===== config.mk =====
export PLATFORM = sky130hd
export DESIGN_NAME = crc_protected_command_framer_flat
export DESIGN_NICKNAME = d
export VERILOG_FILES = /design/src/rtl/cpcf_pkg.sv /design/src/rtl/cpcf_if.sv /design/src/rtl/crc_protected_command_framer.sv /design/src/rtl/cpcf_cfg_regs.sv /design/src/rtl/cpcf_in_stage.sv /design/src/rtl/cpcf_serializer.sv /design/src/flat_wrapper.sv
export SDC_FILE = /design/constraint.sdc
export NUM_CORES = 1
export LEC_CHECK = 0
export ABC_AREA = 0
export BUFFER_PORTS_ARGS = -buffer_cell sky130_fd_sc_hd__clkbuf_2
export CAP_MARGIN = 15
export CORE_MARGIN = 1.5
export CORE_UTILIZATION = 35
export CTS_CLUSTER_SIZE = 10
export DETAILED_ROUTE_END_ITERATION = 12
export PLACE_DENSITY_LB_ADDON = 0.15
export SYNTH_ARGS = -nofsm -noshare
export SYNTH_HDL_FRONTEND = slang
export SYNTH_SLANG_ARGS = --single-unit

===== constraint.sdc =====
create_clock -name clk -period 2.4 [get_ports clk]
set_input_delay 0.24 -clock clk [delete_from_list [all_inputs] [get_ports clk]]
set_output_delay 0.24 -clock clk [all_outputs]
set_load 0.01 [all_outputs]

===== src/rtl/cpcf_pkg.sv =====
// Shared types, constants and CRC helpers of the command framer.
// No dependencies; every other file of the block imports this package.
package cpcf_pkg;

    localparam int unsigned CMD_W  = 16;
    localparam int unsigned BYTE_W = 8;
    localparam int unsigned ADDR_W = 7;
    localparam int unsigned CFG_IDX_W  = 2;
    localparam int unsigned CFG_DATA_W = 8;

    // CRC-4: poly x^4+x+1, init all ones, MSB first
    localparam logic [3:0] CRC4_POLY = 4'h3;
    localparam logic [3:0] CRC4_INIT = 4'hF;
    // CRC-8: poly 0xD5, init all ones, MSB first
    localparam logic [BYTE_W-1:0] CRC8_POLY = 8'hD5;
    localparam logic [BYTE_W-1:0] CRC8_INIT = 8'hFF;

    localparam logic [BYTE_W-1:0] LEN_NIBBLE = 8'h10;
    localparam logic [BYTE_W-1:0] NODE_MASK  = 8'hFC;
    localparam logic [BYTE_W-1:0] NODE_FLAG  = 8'h02;

    // reset values of the configuration registers
    localparam logic [ADDR_W-1:0] RST_DEVICE_ADDRESS   = 7'd108;
    localparam logic [BYTE_W-1:0] RST_COMMAND_REGISTER = 8'h00;
    localparam logic              RST_CRC_MODE         = 1'b1;
    localparam logic              RST_LOW_BYTE_FIRST   = 1'b1;

    // frame slot index, one slot per output word
    localparam int unsigned SLOT_W = 3;
    localparam logic [SLOT_W-1:0] SLOT_FIRST      = 3'd0;
    localparam logic [SLOT_W-1:0] SLOT_LAST_PLAIN = 3'd2;
    localparam logic [SLOT_W-1:0] SLOT_LAST_CRC   = 3'd4;

    typedef enum logic [CFG_IDX_W-1:0] {
        CFG_DEVICE_ADDRESS   = 2'd0,
        CFG_COMMAND_REGISTER = 2'd1,
        CFG_CRC_MODE         = 2'd2,
        CFG_LOW_BYTE_FIRST   = 2'd3
    } cfg_index_t;

    typedef struct packed {
        logic [ADDR_W-1:0] device_address;
        logic [BYTE_W-1:0] command_register;
        logic              crc_mode;
        logic              low_byte_first;
    } cfg_t;

    // word parked in the input stage, offered to the serializer
    typedef struct packed {
        logic             valid;
        logic [CMD_W-1:0] word;
    } hold_t;

    // feed the top nbits of data, MSB first, into the CRC-4
    function automatic logic [3:0] crc4_bits(input logic [3:0] crc_in,
                                             input logic [BYTE_W-1:0] data,
                                             input int unsigned nbits);
        logic [3:0] c;
        logic       top;
        c = crc_in;
        for (int i = 0; i < BYTE_W; i++) begin
            if (i < nbits) begin
                top = c[3];
                c   = {c[2:0], 1'b0};
                if (top != data[BYTE_W-1-i]) begin
                    c = c ^ CRC4_POLY;
                end
            end
        end
        return c;
    endfunction

    function automatic logic [BYTE_W-1:0] crc8_byte(input logic [BYTE_W-1:0] crc_in,
                                                    input logic [BYTE_W-1:0] data);
        logic [BYTE_W-1:0] c;
        logic              top;
        c = crc_in;
        for (int i = 0; i < BYTE_W; i++) begin
            top = c[BYTE_W-1];
            c   = {c[BYTE_W-2:0], 1'b0};
            if (top != data[BYTE_W-1-i]) begin
                c = c ^ CRC8_POLY;
            end
        end
        return c;
    endfunction

    function automatic logic [BYTE_W-1:0] node_byte(input logic [ADDR_W-1:0] addr);
        return ({addr, 1'b0} & NODE_MASK) | NODE_FLAG;
    endfunction

endpackage


===== src/rtl/cpcf_if.sv =====
// Valid/ready channel interfaces: command words in, frame bytes out.
// Depends on cpcf_pkg for the payload widths.
interface cpcf_cmd_if import cpcf_pkg::*; ();
    logic             valid;
    logic             ready;
    logic [CMD_W-1:0] command_word;

    modport source (output valid, output command_word, input ready);
    modport sink   (input valid, input command_word, output ready);
endinterface

interface cpcf_frame_if import cpcf_pkg::*; ();
    logic              valid;
    logic              ready;
    logic [BYTE_W-1:0] frame_byte;
    logic              last_byte;

    modport source (output valid, output frame_byte, output last_byte, input ready);
    modport sink   (input valid, input frame_byte, input last_byte, output ready);
endinterface


===== src/rtl/crc_protected_command_framer.sv =====
// Top level of the CRC-protected command framer.
// Depends on cpcf_pkg, cpcf_if, cpcf_cfg_regs, cpcf_in_stage, cpcf_serializer.
//
//  Channel   Direction  Payload                         Handshake
//  cmd       in         command_word[15:0]              valid/ready
//  frame     out        frame_byte[7:0], last_byte      valid/ready
//  cfg       in         cfg_index[1:0], cfg_wdata[7:0]  cfg_we, no stall
//
// Frames: a frame is 5 words in CRC mode and 3 in plain mode, one per cycle
//   with frame.ready high; frames follow each other with no gap while a command
//   is parked, so the command rate is set by the byte serializer.
// Start: an accepted command waits in the input register until the serializer
//   is free to load it; the first frame byte is valid once busy is registered.
// Reset: rst_n asynchronous, active low; clears the control flags and loads
//   the register defaults (address 108, register 0, CRC mode, low byte first).
// Stalls: frame.ready low freezes the current byte; the input register still
//   takes one more command, then cmd.ready drops until that word is loaded.

module crc_protected_command_framer import cpcf_pkg::*; (
    input  logic                  clk,
    input  logic                  rst_n,
    cpcf_cmd_if.sink              cmd,
    cpcf_frame_if.source          frame,
    input  logic                  cfg_we,
    input  logic [CFG_IDX_W-1:0]  cfg_index,
    input  logic [CFG_DATA_W-1:0] cfg_wdata
);

    cfg_t  cfg;
    hold_t hold;
    logic  load;

    // register file: device address, register byte, mode and byte order
    cpcf_cfg_regs u_cfg_regs (
        .clk       (clk),
        .rst_n     (rst_n),
        .cfg_we    (cfg_we),
        .cfg_index (cfg_index),
        .cfg_wdata (cfg_wdata),
        .cfg       (cfg)
    );

    // one-word input register; decouples cmd.ready from frame.ready
    cpcf_in_stage u_in_stage (
        .clk   (clk),
        .rst_n (rst_n),
        .cmd   (cmd),
        .load  (load),
        .hold  (hold)
    );

    // builds the frame at load time (CRC-4 length byte, byte order) and
    // sends it out word by word while the CRC-8 runs along
    cpcf_serializer u_serializer (
        .clk   (clk),
        .rst_n (rst_n),
        .cfg   (cfg),
        .hold  (hold),
        .load  (load),
        .frame (frame)
    );

endmodule


===== src/rtl/cpcf_cfg_regs.sv =====
// Configuration register file of the command framer, write only.
// Depends on cpcf_pkg.
module cpcf_cfg_regs import cpcf_pkg::*; (
    input  logic                  clk,
    input  logic                  rst_n,
    input  logic                  cfg_we,
    input  logic [CFG_IDX_W-1:0]  cfg_index,
    input  logic [CFG_DATA_W-1:0] cfg_wdata,
    output cfg_t                  cfg
);

    cfg_t cfg_reg;
    cfg_t cfg_next;

    always_comb
    begin
        cfg_next = cfg_reg;
        if (cfg_we) begin
            case (cfg_index_t'(cfg_index))
                CFG_DEVICE_ADDRESS:   cfg_next.device_address   = cfg_wdata[ADDR_W-1:0];
                CFG_COMMAND_REGISTER: cfg_next.command_register = cfg_wdata[BYTE_W-1:0];
                CFG_CRC_MODE:         cfg_next.crc_mode         = cfg_wdata[0];
                CFG_LOW_BYTE_FIRST:   cfg_next.low_byte_first   = cfg_wdata[0];
                default:              cfg_next = cfg_reg;
            endcase
        end
    end

    always_ff @(posedge clk or negedge rst_n)
    begin
        if (!rst_n) begin
            cfg_reg.device_address   <= RST_DEVICE_ADDRESS;
            cfg_reg.command_register <= RST_COMMAND_REGISTER;
            cfg_reg.crc_mode         <= RST_CRC_MODE;
            cfg_reg.low_byte_first   <= RST_LOW_BYTE_FIRST;
        end
        else begin
            cfg_reg <= cfg_next;
        end
    end

    assign cfg = cfg_reg;

endmodule


===== src/rtl/cpcf_in_stage.sv =====
// Input register: parks one command word until the serializer loads it.
// Depends on cpcf_pkg and cpcf_cmd_if.
module cpcf_in_stage import cpcf_pkg::*; (
    input  logic             clk,
    input  logic             rst_n,
    cpcf_cmd_if.sink         cmd,
    input  logic             load,
    output hold_t            hold
);

    logic             full_reg;
    logic             full_next;
    logic [CMD_W-1:0] word_reg;
    logic             take;

    // ready does not look downstream: the stage frees up in the cycle after load
    assign cmd.ready = !full_reg;
    assign take      = cmd.valid && !full_reg;

    always_comb
    begin
        full_next = full_reg;
        if (take) begin
            full_next = 1'b1;
        end
        else if (load) begin
            full_next = 1'b0;
        end
    end

    always_ff @(posedge clk or negedge rst_n)
    begin
        if (!rst_n) begin
            full_reg <= 1'b0;
        end
        else begin
            full_reg <= full_next;
        end
    end

    always_ff @(posedge clk)
    begin
        if (take) begin
            word_reg <= cmd.command_word;
        end
    end

    assign hold.valid = full_reg;
    assign hold.word  = word_reg;

endmodule


===== src/rtl/cpcf_serializer.sv =====
// Frame builder and byte serializer: loads a parked word, emits the frame,
// folds each sent byte into a running CRC-8. Depends on cpcf_pkg, cpcf_frame_if.
module cpcf_serializer import cpcf_pkg::*; (
    input  logic        clk,
    input  logic        rst_n,
    input  cfg_t        cfg,
    input  hold_t       hold,
    output logic        load,
    cpcf_frame_if.source frame
);

    logic [BYTE_W-1:0] byte_reg [4];
    logic [SLOT_W-1:0] slot_reg;
    logic [SLOT_W-1:0] slot_next;
    logic [BYTE_W-1:0] crc_reg;
    logic [BYTE_W-1:0] crc_next;
    logic              busy_reg;
    logic              busy_next;
    logic              mode_reg;

    logic [BYTE_W-1:0] cur_byte;
    logic              last;
    logic              take;
    logic              done;

    logic [BYTE_W-1:0] lo_byte;
    logic [BYTE_W-1:0] hi_byte;
    logic [BYTE_W-1:0] first_byte;
    logic [BYTE_W-1:0] second_byte;
    logic [3:0]        crc4;
    logic [BYTE_W-1:0] len_byte;

    // frame contents for the word being loaded
    always_comb
    begin
        lo_byte     = hold.word[BYTE_W-1:0];
        hi_byte     = hold.word[CMD_W-1:BYTE_W];
        first_byte  = cfg.low_byte_first ? lo_byte : hi_byte;
        second_byte = cfg.low_byte_first ? hi_byte : lo_byte;
        crc4        = crc4_bits(crc4_bits(CRC4_INIT, cfg.command_register, 8),
                                LEN_NIBBLE, 4);
        len_byte    = LEN_NIBBLE | {4'h0, crc4};
    end

    always_comb
    begin
        if (mode_reg && (slot_reg == SLOT_LAST_CRC)) begin
            cur_byte = crc_reg;
        end
        else begin
            cur_byte = byte_reg[slot_reg[1:0]];
        end
        last = mode_reg ? (slot_reg == SLOT_LAST_CRC) : (slot_reg == SLOT_LAST_PLAIN);
    end

    assign take = busy_reg && frame.ready;
    assign done = take && last;
    assign load = hold.valid && (!busy_reg || done);

    always_comb
    begin
        busy_next = busy_reg;
        slot_next = slot_reg;
        crc_next  = crc_reg;
        if (load) begin
            busy_next = 1'b1;
            slot_next = SLOT_FIRST;
            crc_next  = crc8_byte(CRC8_INIT, node_byte(cfg.device_address));
        end
        else if (done) begin
            busy_next = 1'b0;
        end
        else if (take) begin
            slot_next = slot_reg + 1'b1;
            crc_next  = crc8_byte(crc_reg, cur_byte);
        end
    end

    always_ff @(posedge clk or negedge rst_n)
    begin
        if (!rst_n) begin
            busy_reg <= 1'b0;
            slot_reg <= SLOT_FIRST;
            mode_reg <= RST_CRC_MODE;
        end
        else begin
            busy_reg <= busy_next;
            slot_reg <= slot_next;
            if (load) begin
                mode_reg <= cfg.crc_mode;
            end
        end
    end

    always_ff @(posedge clk)
    begin
        crc_reg <= crc_next;
        if (load) begin
            byte_reg[0] <= cfg.command_register;
            if (cfg.crc_mode) begin
                byte_reg[1] <= len_byte;
                byte_reg[2] <= first_byte;
                byte_reg[3] <= second_byte;
            end
            else begin
                byte_reg[1] <= first_byte;
                byte_reg[2] <= second_byte;
                byte_reg[3] <= '0;
            end
        end
    end

    assign frame.valid      = busy_reg;
    assign frame.frame_byte = cur_byte;
    assign frame.last_byte  = last;

    a_slot_in_frame: assert property (@(posedge clk) disable iff (!rst_n)
        busy_reg |-> (mode_reg ? (slot_reg <= SLOT_LAST_CRC) : (slot_reg <= SLOT_LAST_PLAIN)))
        else $error("slot index ran past the end of the frame");

    a_load_only_when_free: assert property (@(posedge clk) disable iff (!rst_n)
        load |-> (!busy_reg || done))
        else $error("new frame loaded over an unfinished one");

    a_slot_advance: assert property (@(posedge clk) disable iff (!rst_n)
        (take && !last) |=> (busy_reg && (slot_reg == $past(slot_reg) + 1'b1)))
        else $error("slot did not advance after a sent byte");

    a_idle_after_last: assert property (@(posedge clk) disable iff (!rst_n)
        (done && !load) |=> !busy_reg)
        else $error("serializer still busy after the last byte");

    a_fresh_frame_starts_at_first: assert property (@(posedge clk) disable iff (!rst_n)
        load |=> (busy_reg && (slot_reg == SLOT_FIRST)))
        else $error("loaded frame does not start at the register byte");

endmodule


===== src/flat_wrapper.sv =====
// flat-port wrapper written by rule: the top's interface ports become plain ports
module crc_protected_command_framer_flat import cpcf_pkg::*;
  (clk, rst_n, cfg_we, cfg_index, cfg_wdata, cmd_valid, cmd_command_word, cmd_ready, frame_valid, frame_frame_byte, frame_last_byte, frame_ready);
  cpcf_cmd_if cmd_i ();
  cpcf_frame_if frame_i ();
  input  logic clk;
  input  logic rst_n;
  input  logic cfg_we;
  input  logic [CFG_IDX_W-1:0] cfg_index;
  input  logic [CFG_DATA_W-1:0] cfg_wdata;
  input wire logic [$bits(cmd_i.valid)-1:0] cmd_valid;
  input wire logic [$bits(cmd_i.command_word)-1:0] cmd_command_word;
  output wire logic [$bits(cmd_i.ready)-1:0] cmd_ready;
  output wire logic [$bits(frame_i.valid)-1:0] frame_valid;
  output wire logic [$bits(frame_i.frame_byte)-1:0] frame_frame_byte;
  output wire logic [$bits(frame_i.last_byte)-1:0] frame_last_byte;
  input wire logic [$bits(frame_i.ready)-1:0] frame_ready;
  assign cmd_i.valid = cmd_valid;
  assign cmd_i.command_word = cmd_command_word;
  assign cmd_ready = cmd_i.ready;
  assign frame_valid = frame_i.valid;
  assign frame_frame_byte = frame_i.frame_byte;
  assign frame_last_byte = frame_i.last_byte;
  assign frame_i.ready = frame_ready;
  crc_protected_command_framer u_core (.clk(clk), .rst_n(rst_n), .cmd(cmd_i), .frame(frame_i), .cfg_we(cfg_we), .cfg_index(cfg_index), .cfg_wdata(cfg_wdata));
endmodule

---- Word-level counts from Yosys, hierarchy flattened ----
Memory sizes are Yosys's and may differ from the RTL's.
Cells that the tools add are included.
storage, ports and cells
  register bits after elaboration ......... 47
  RAM bits ................................ 32
  bits of input ports ..................... 31
  output and inout port bits .............. 11
  word-level logic and storage cells ...... 165
  memories kept ........................... 1
cells by class
  add/subtract/negate cells ............... 1
  equal/unequal tests ..................... 26
  mux-type cells .......................... 81
  bitwise operators ....................... 29
  reductions and logical operators ........ 17
memories
  name                          depth  bits a word  rd ports  clocked after memory_dff  write ports  RTL line               source
  u_core.u_serializer.byte_reg  4      8            1         0                         4            cpcf_serializer.sv:12  logic [BYTE_W-1:0] byte_reg [4];
operator list
  cell                                                                    number
  8-bit 2-to-1 mux                                                        53
  5-bit NOT                                                               15
  2-bit 2-to-1 mux                                                        12
  2-bit NOT                                                               11
  1-bit != test                                                           18
  1-bit 2-to-1 mux                                                        13
  2-bit AND reduction                                                     5
  3-bit 2-to-1 mux                                                        3
  2-bit nonzero test                                                      3
  1-bit logical AND                                                       5
  2-bit equality test (second input constant)                             2
  3-bit by 1-bit adder with 3-bit output (second input constant)          1
  3-bit by 2-bit equality test with 1-bit output (second input constant)  1
  3-bit equality test (second input constant)                             1
  1-bit bitwise OR                                                        3
  2-bit by 1-bit equality test with 1-bit output (second input constant)  1
  1-bit logical NOT                                                       2
  2-bit logical NOT                                                       1
  1-bit != test (first input constant)                                    2
  2-bit by 1-bit != test with 1-bit output (second input constant)        1
  1-bit logical OR                                                        1

---- Longest topological paths before layout ----
  word-level depth ........................ 43
  depth in mapped cells ................... 10
  depth with buffers taken out ............ 8

---- By module ----
Synthesis repeated with hierarchy kept, for this count alone.
unflattened totals
  cells, all modules ...................... 274
  area, all modules ....................... 3926.3 um^2
by module, submodules not included
  module           instances  cells an instance  area an instance (um^2)  seq. area each (um^2)
  cpcf_serializer  1          215                2726.4                   1327.5
  cpcf_cfg_regs    1          38                 666.9                    432.9
  cpcf_in_stage    1          21                 533.0                    505.5

---- Worst setup path before layout ----
Ideal clock, no wire load.
  path kind ............................... reg-to-reg
  start ................................... register u_core.u_serializer.slot_reg[0]
  end ..................................... memory u_core.u_serializer.byte_reg[1][0] (enable)
  setup time .............................. 0.360 ns
  arrival ................................. 2.212 ns
  required time ........................... 2.040 ns
  slack ................................... -0.172 ns
  stages on the path, launching flop included .. 10
  buffers on the path ..................... 3
  period minus slack after synthesis ...... 2.572 ns
  path through ............................ dfrtp_1 -> buf_6 -> inv_1 -> ha_1 -> and3_1 -> buf_2 -> o21ai_1 -> a21o_1 -> clkbuf_1 -> inv_1
RTL lines
  element                   RTL line               source
  start: declaration        cpcf_serializer.sv:13  logic [SLOT_W-1:0] slot_reg;
  start signal: assignment  cpcf_serializer.sv:88  slot_reg <= slot_next;
  end: declaration          cpcf_serializer.sv:12

---- Worst setup path after layout ----
  start ................................... register u_core.u_serializer.slot_reg[0]
  end ..................................... register u_core.u_serializer.crc_reg[6] (data pin)
on the way
  longest elaborated chain between the ends .. 43
  elaborated cells on any way between the ends .. 56
  those cells by class .................... eq/ne (10); mux (34); bitwise (7); reduce/logical (4); memory (1)
ends and longest elaborated chain
  element                                                                         RTL line               source
  parallel branches: the longest is 42 deep, another holds memory read 4 x 8 bit  -
  8-bit 2-to-1 mux *                                                              cpcf_serializer.sv:65  if (load) begin
  net u_core.u_serializer.crc_next[6]                                             cpcf_serializer.sv:16  logic [BYTE_W-1:0] crc_next;
  end signal: assignment                                                          cpcf_serializer.sv:97  crc_reg <= crc_next;
  end: declaration                                                                cpcf_serializer.sv:15  logic [BYTE_W-1:0] crc_reg;
Mark *: on every way through the listed nets, which the timed path passes. The select of a mux whose other input is x is not followed.
A chain may end at the register's enable or synchronous reset.

==> run summary <==
The flow ran to the end, but the final reports show violations. The final reports fail on setup timing. The post-route minimum period works out to 2426 ps. Pin placement for this block handled 42 I/O pins. The relative max-transition margin was 58.79%. The synthesized netlist occupies a cell area of 3902 µm². Setup violations remaining at the end of the flow were counted as 4. After detailed routing, the average wire length per cell comes to 16.62 µm.

In this run the clock root is driven by a sky130_fd_sc_hd__clkbuf_8. In this run the biggest area consumer among cell types represents 43.09% of the synthesized area. The net count after synthesis was 306. In this run the worst setup path begins at u_core.u_serializer.slot_reg[0]. Synthesis produced a netlist whose cell count is 272. The tools report the beginning of the worst register-to-register path as u_core.u_serializer.slot_reg[0]. Startpoint kind of the worst setup timing path: a flop. The number of global-route vias before repair is 2334.

The tools report the H-tree level count as 3. Leaving out fill and tap cells, the most frequent cell in the layout is sky130_fd_sc_hd__edfxtp_1. In this run, distinct cell masters in the synthesized netlist total 37.

The number of register bits inferred by synthesis was 78. In the routed design, unresolved DRC markers number 0. Data on the critical path is required at its endpoint by 2510 ps. After synthesis, flip-flops and latches occupy 57.42% of the total area.

The final setup skew is 12.55 ps, and the count of buffers inserted at the top-level ports is 41. The wire length reported by the detailed router was 8242 µm; the number of diodes added for antenna fixing was 0. The sum of overflow across all layers after global routing came out at 0.

For the total count of max-transition violations in the final report, the log shows 0. The hold violation total from the final report is 0. Per-instance average area after synthesis: 14.35 µm². The initial antenna violation count came out at 0. The placeable core region was 10840 µm²; the final net count was 385. Sorting the synthesized cells by area gives the leading types as sky130_fd_sc_hd__edfxtp_1, sky130_fd_sc_hd__dfrtp_1, sky130_fd_sc_hd__mux2_2.

For the pin with the worst max-slew slack, the measured transition is 618.1 ps. Entering global routing, the biggest net connects 25 pins. For the worst flop-to-flop path, the logic depth is 7.

In this run the critical register-to-register path is captured at u_core.u_serializer.crc_reg[6]. The register with the most flip-flops in the layout has 32 of them. Number of fill cells in the layout: 1007. Setup repair after global routing could not meet its margin everywhere. The CTS clock-pin slew for the worst setup and hold paths works out to 90 ps.

The die height came out at 108.6 µm. The analysis attributes to net switching a power of 3.166 mW. The internal power is 6.182 mW, and the sequential cell area is 2242 µm². Detailed routing inserted a total of 2355 vias. TritonCTS built the clock tree. The HPWL after detailed placement is 5961 µm.

At the end of routability-driven placement, the weighted congestion stood at 0.7844. The first TritonRoute pass finished after 4 iterations. The CTS sink count is 78, and the portion of the clock cycle consumed by the worst path in the final layout is 101.1%. Based on the critical path, the design can be clocked at up to 412.2 MHz.

For this design the static power due to leakage is 2.031 nW. For the total routing resource utilization after global routing, the log shows 15.03%. The wire length of the first global-routing pass was 12860 µm.

The dominant cell type by area after synthesis is sky130_fd_sc_hd__edfxtp_1. Overall power consumption after layout is estimated at 9.347 mW. The first routing iteration left 138 violations.

Relative to the synthesized area, the layout overhead comes to 26.48%. For this design the ratio of total power to cell area is 1894 nW/µm². The share of total power in combinational logic was 61.6%; the floorplan row count was 38. Net switching is 33.87% of the power.

The floorplan step set the die width to 108.6 µm. In this run the worst path has a maximum fanout of 4. For the initial core utilization, the log shows 36.00%. Setup slack on the worst reg-to-reg path comes out at -30 ps. Hold is met by 48.47 ps. The path class of the tightest hold or removal check is primary input to flop. The end point of the critical path is u_core.u_serializer.crc_reg[6].

The library cells used most frequently in the layout, excluding fill and tap cells, are sky130_fd_sc_hd__edfxtp_1, sky130_fd_sc_hd__clkbuf_2, sky130_fd_sc_hd__nand2_1. Per report_power, the sequential group accounts for 26.7% of the total. The post-route netlist has 42.13% of its cells at a drive strength greater than 1. The count of nets left with antenna violations once routing finished came out at 0. The classification of the worst setup path is flop to flop. Data on the critical path arrives at its endpoint at 2540 ps. The tool flagged a number of max-cap violations equal to 0. Counting along the longest clock path gives a buffer depth of 2. The tools report the floorplan die area as 11790 µm². The clock network accounts for 11.7% of the total power.

The peak ir drop on the vdd network was 0.001273 V; the detail-routed via count per cell was 4.748. The total number of yosys warnings came out at 0. For the CTS buffer count, the log shows 9.

The run gives 1759 µm² as the area of the multi-input gates. Clock latency reported for the late side of the worst-skew pair: 360 ps. STA classifies the critical path endpoint as a flop.

For the worst setup slack after layout, the log shows -26.12 ps.
## logic make-up (layout without fill, tap and decap cells)
logic type	Yosys count	in the layout	share of synthesized area, %
AOI/OAI and AO/OA	16	16	2.725
and+or+nand+nor	64	64	6.926
muxes	49	49	16.42
buffers and inverters	13	97	1.507
xor gates and xnor gates	49	49	14.04
DFF	78	78	57.42
adders and majority gates	3	3	0.9619
## per-stage QoR
step,util (%),setup WS [ps],area [µm²],TNS (ps),instances
floorplan,-,-15.06,3939,-120.5,272
global placement,41.23,-22.79,4469,-46.72,470
detailed placement,41.23,-46.22,4469,-335.1,470
CTS,44.03,-19.86,4773,-31.88,490
global route,45.53,-115.8,4936,-459.2,496
finish,45.53,-26.12,4936,-70.51,496
## worst max-delay path, cell delays in order, from the launching register on
cell and delay, ps:
sky130_fd_sc_hd__dfrtp_1 420, sky130_fd_sc_hd__buf_6 120, sky130_fd_sc_hd__mux4_2 540, sky130_fd_sc_hd__xor2_2 210, sky130_fd_sc_hd__xnor3_2 490, sky130_fd_sc_hd__buf_4 160
sky130_fd_sc_hd__xnor2_2 160, sky130_fd_sc_hd__o21ai_1 80
## synthesized netlist by cell type, drive strengths merged
library cell,number
mux2,25
o22ai,5
nor3b,2
xor3,1
nor2,19
nand3b,1
xor2,13
dfstp,7
edfxtp,56
nor3,3
xnor2,30
buf,4
mux2i,16
mux4,8
nand3,2
ha,3
a21o,1
o21ai,5
inv,6
xnor3,5
nor2b,1
a211oi,1
dfrtp,15
nand4b,1
clkbuf,3
o21bai,1
a21oi,3
nand2,33
or2,1
and3,1
## power groups by stage
stage               Sequential, mW  Combinational (mW)  Clock (mW)
floorplan                     2.37                3.77           0
global placement              2.49                4.87           0
detailed placement            2.49                4.90           0
CTS                           2.48                5.07        1.12
global route                  2.54                6.18        1.17
finish                        2.50                5.76        1.09
## worst min path at each step
| stage | startpoint | end | slack, ps | cells past startpoint |
|---|---|---|---|---|
| after global placement | rst_n | u_core.u_cfg_regs.cfg[11] | 270 | 1 |
| after CTS | cmd_command_word[3] | u_core.u_in_stage.word_reg[3] | 30 | 1 |
| final | cmd_command_word[3] | u_core.u_in_stage.word_reg[3] | 50 | 1 |
| after detailed placement | rst_n | u_core.u_cfg_regs.cfg[4] | 280 | 1 |
| after floorplan | rst_n | u_core.u_cfg_regs.cfg[11] | -60 | 0 |
| after global routing | cmd_command_word[2] | u_core.u_in_stage.word_reg[2] | 30 | 1 |
## repair_timing
action | CTS | global route
pin swaps | 5 | 14
hold buffers | 1 | 0
endpoints found under the hold margin | 15 | 0
setup buffers | 3 | 6
setup endpoints to repair | 12 | 16
gates resized for setup | 7 | 26
## area by class of cell
cell class / instances / share of cell area (%)
Timing Repair Buffer: 75 / 10.19
Clock inverter: 2 / 0.3549
Inverter: 6 / 0.5830
Tap cell: 140 / 3.549
Multi-Input combinational cell: 181 / 35.64
Sequential cell: 78 / 45.42
Clock buffer: 14 / 4.259
## layer usage
layer  global-route usage [%]  share of wire, %  vias to the layer above
met1                    20.96                47                     1160
met4                    5.075               1.5                        0
met5                        0                 0                        -
met3                    3.556               4.1                       10
met2                    23.00                47                       50
li1                         -                 -                     1135
Power figures use the tool's default switching activity.
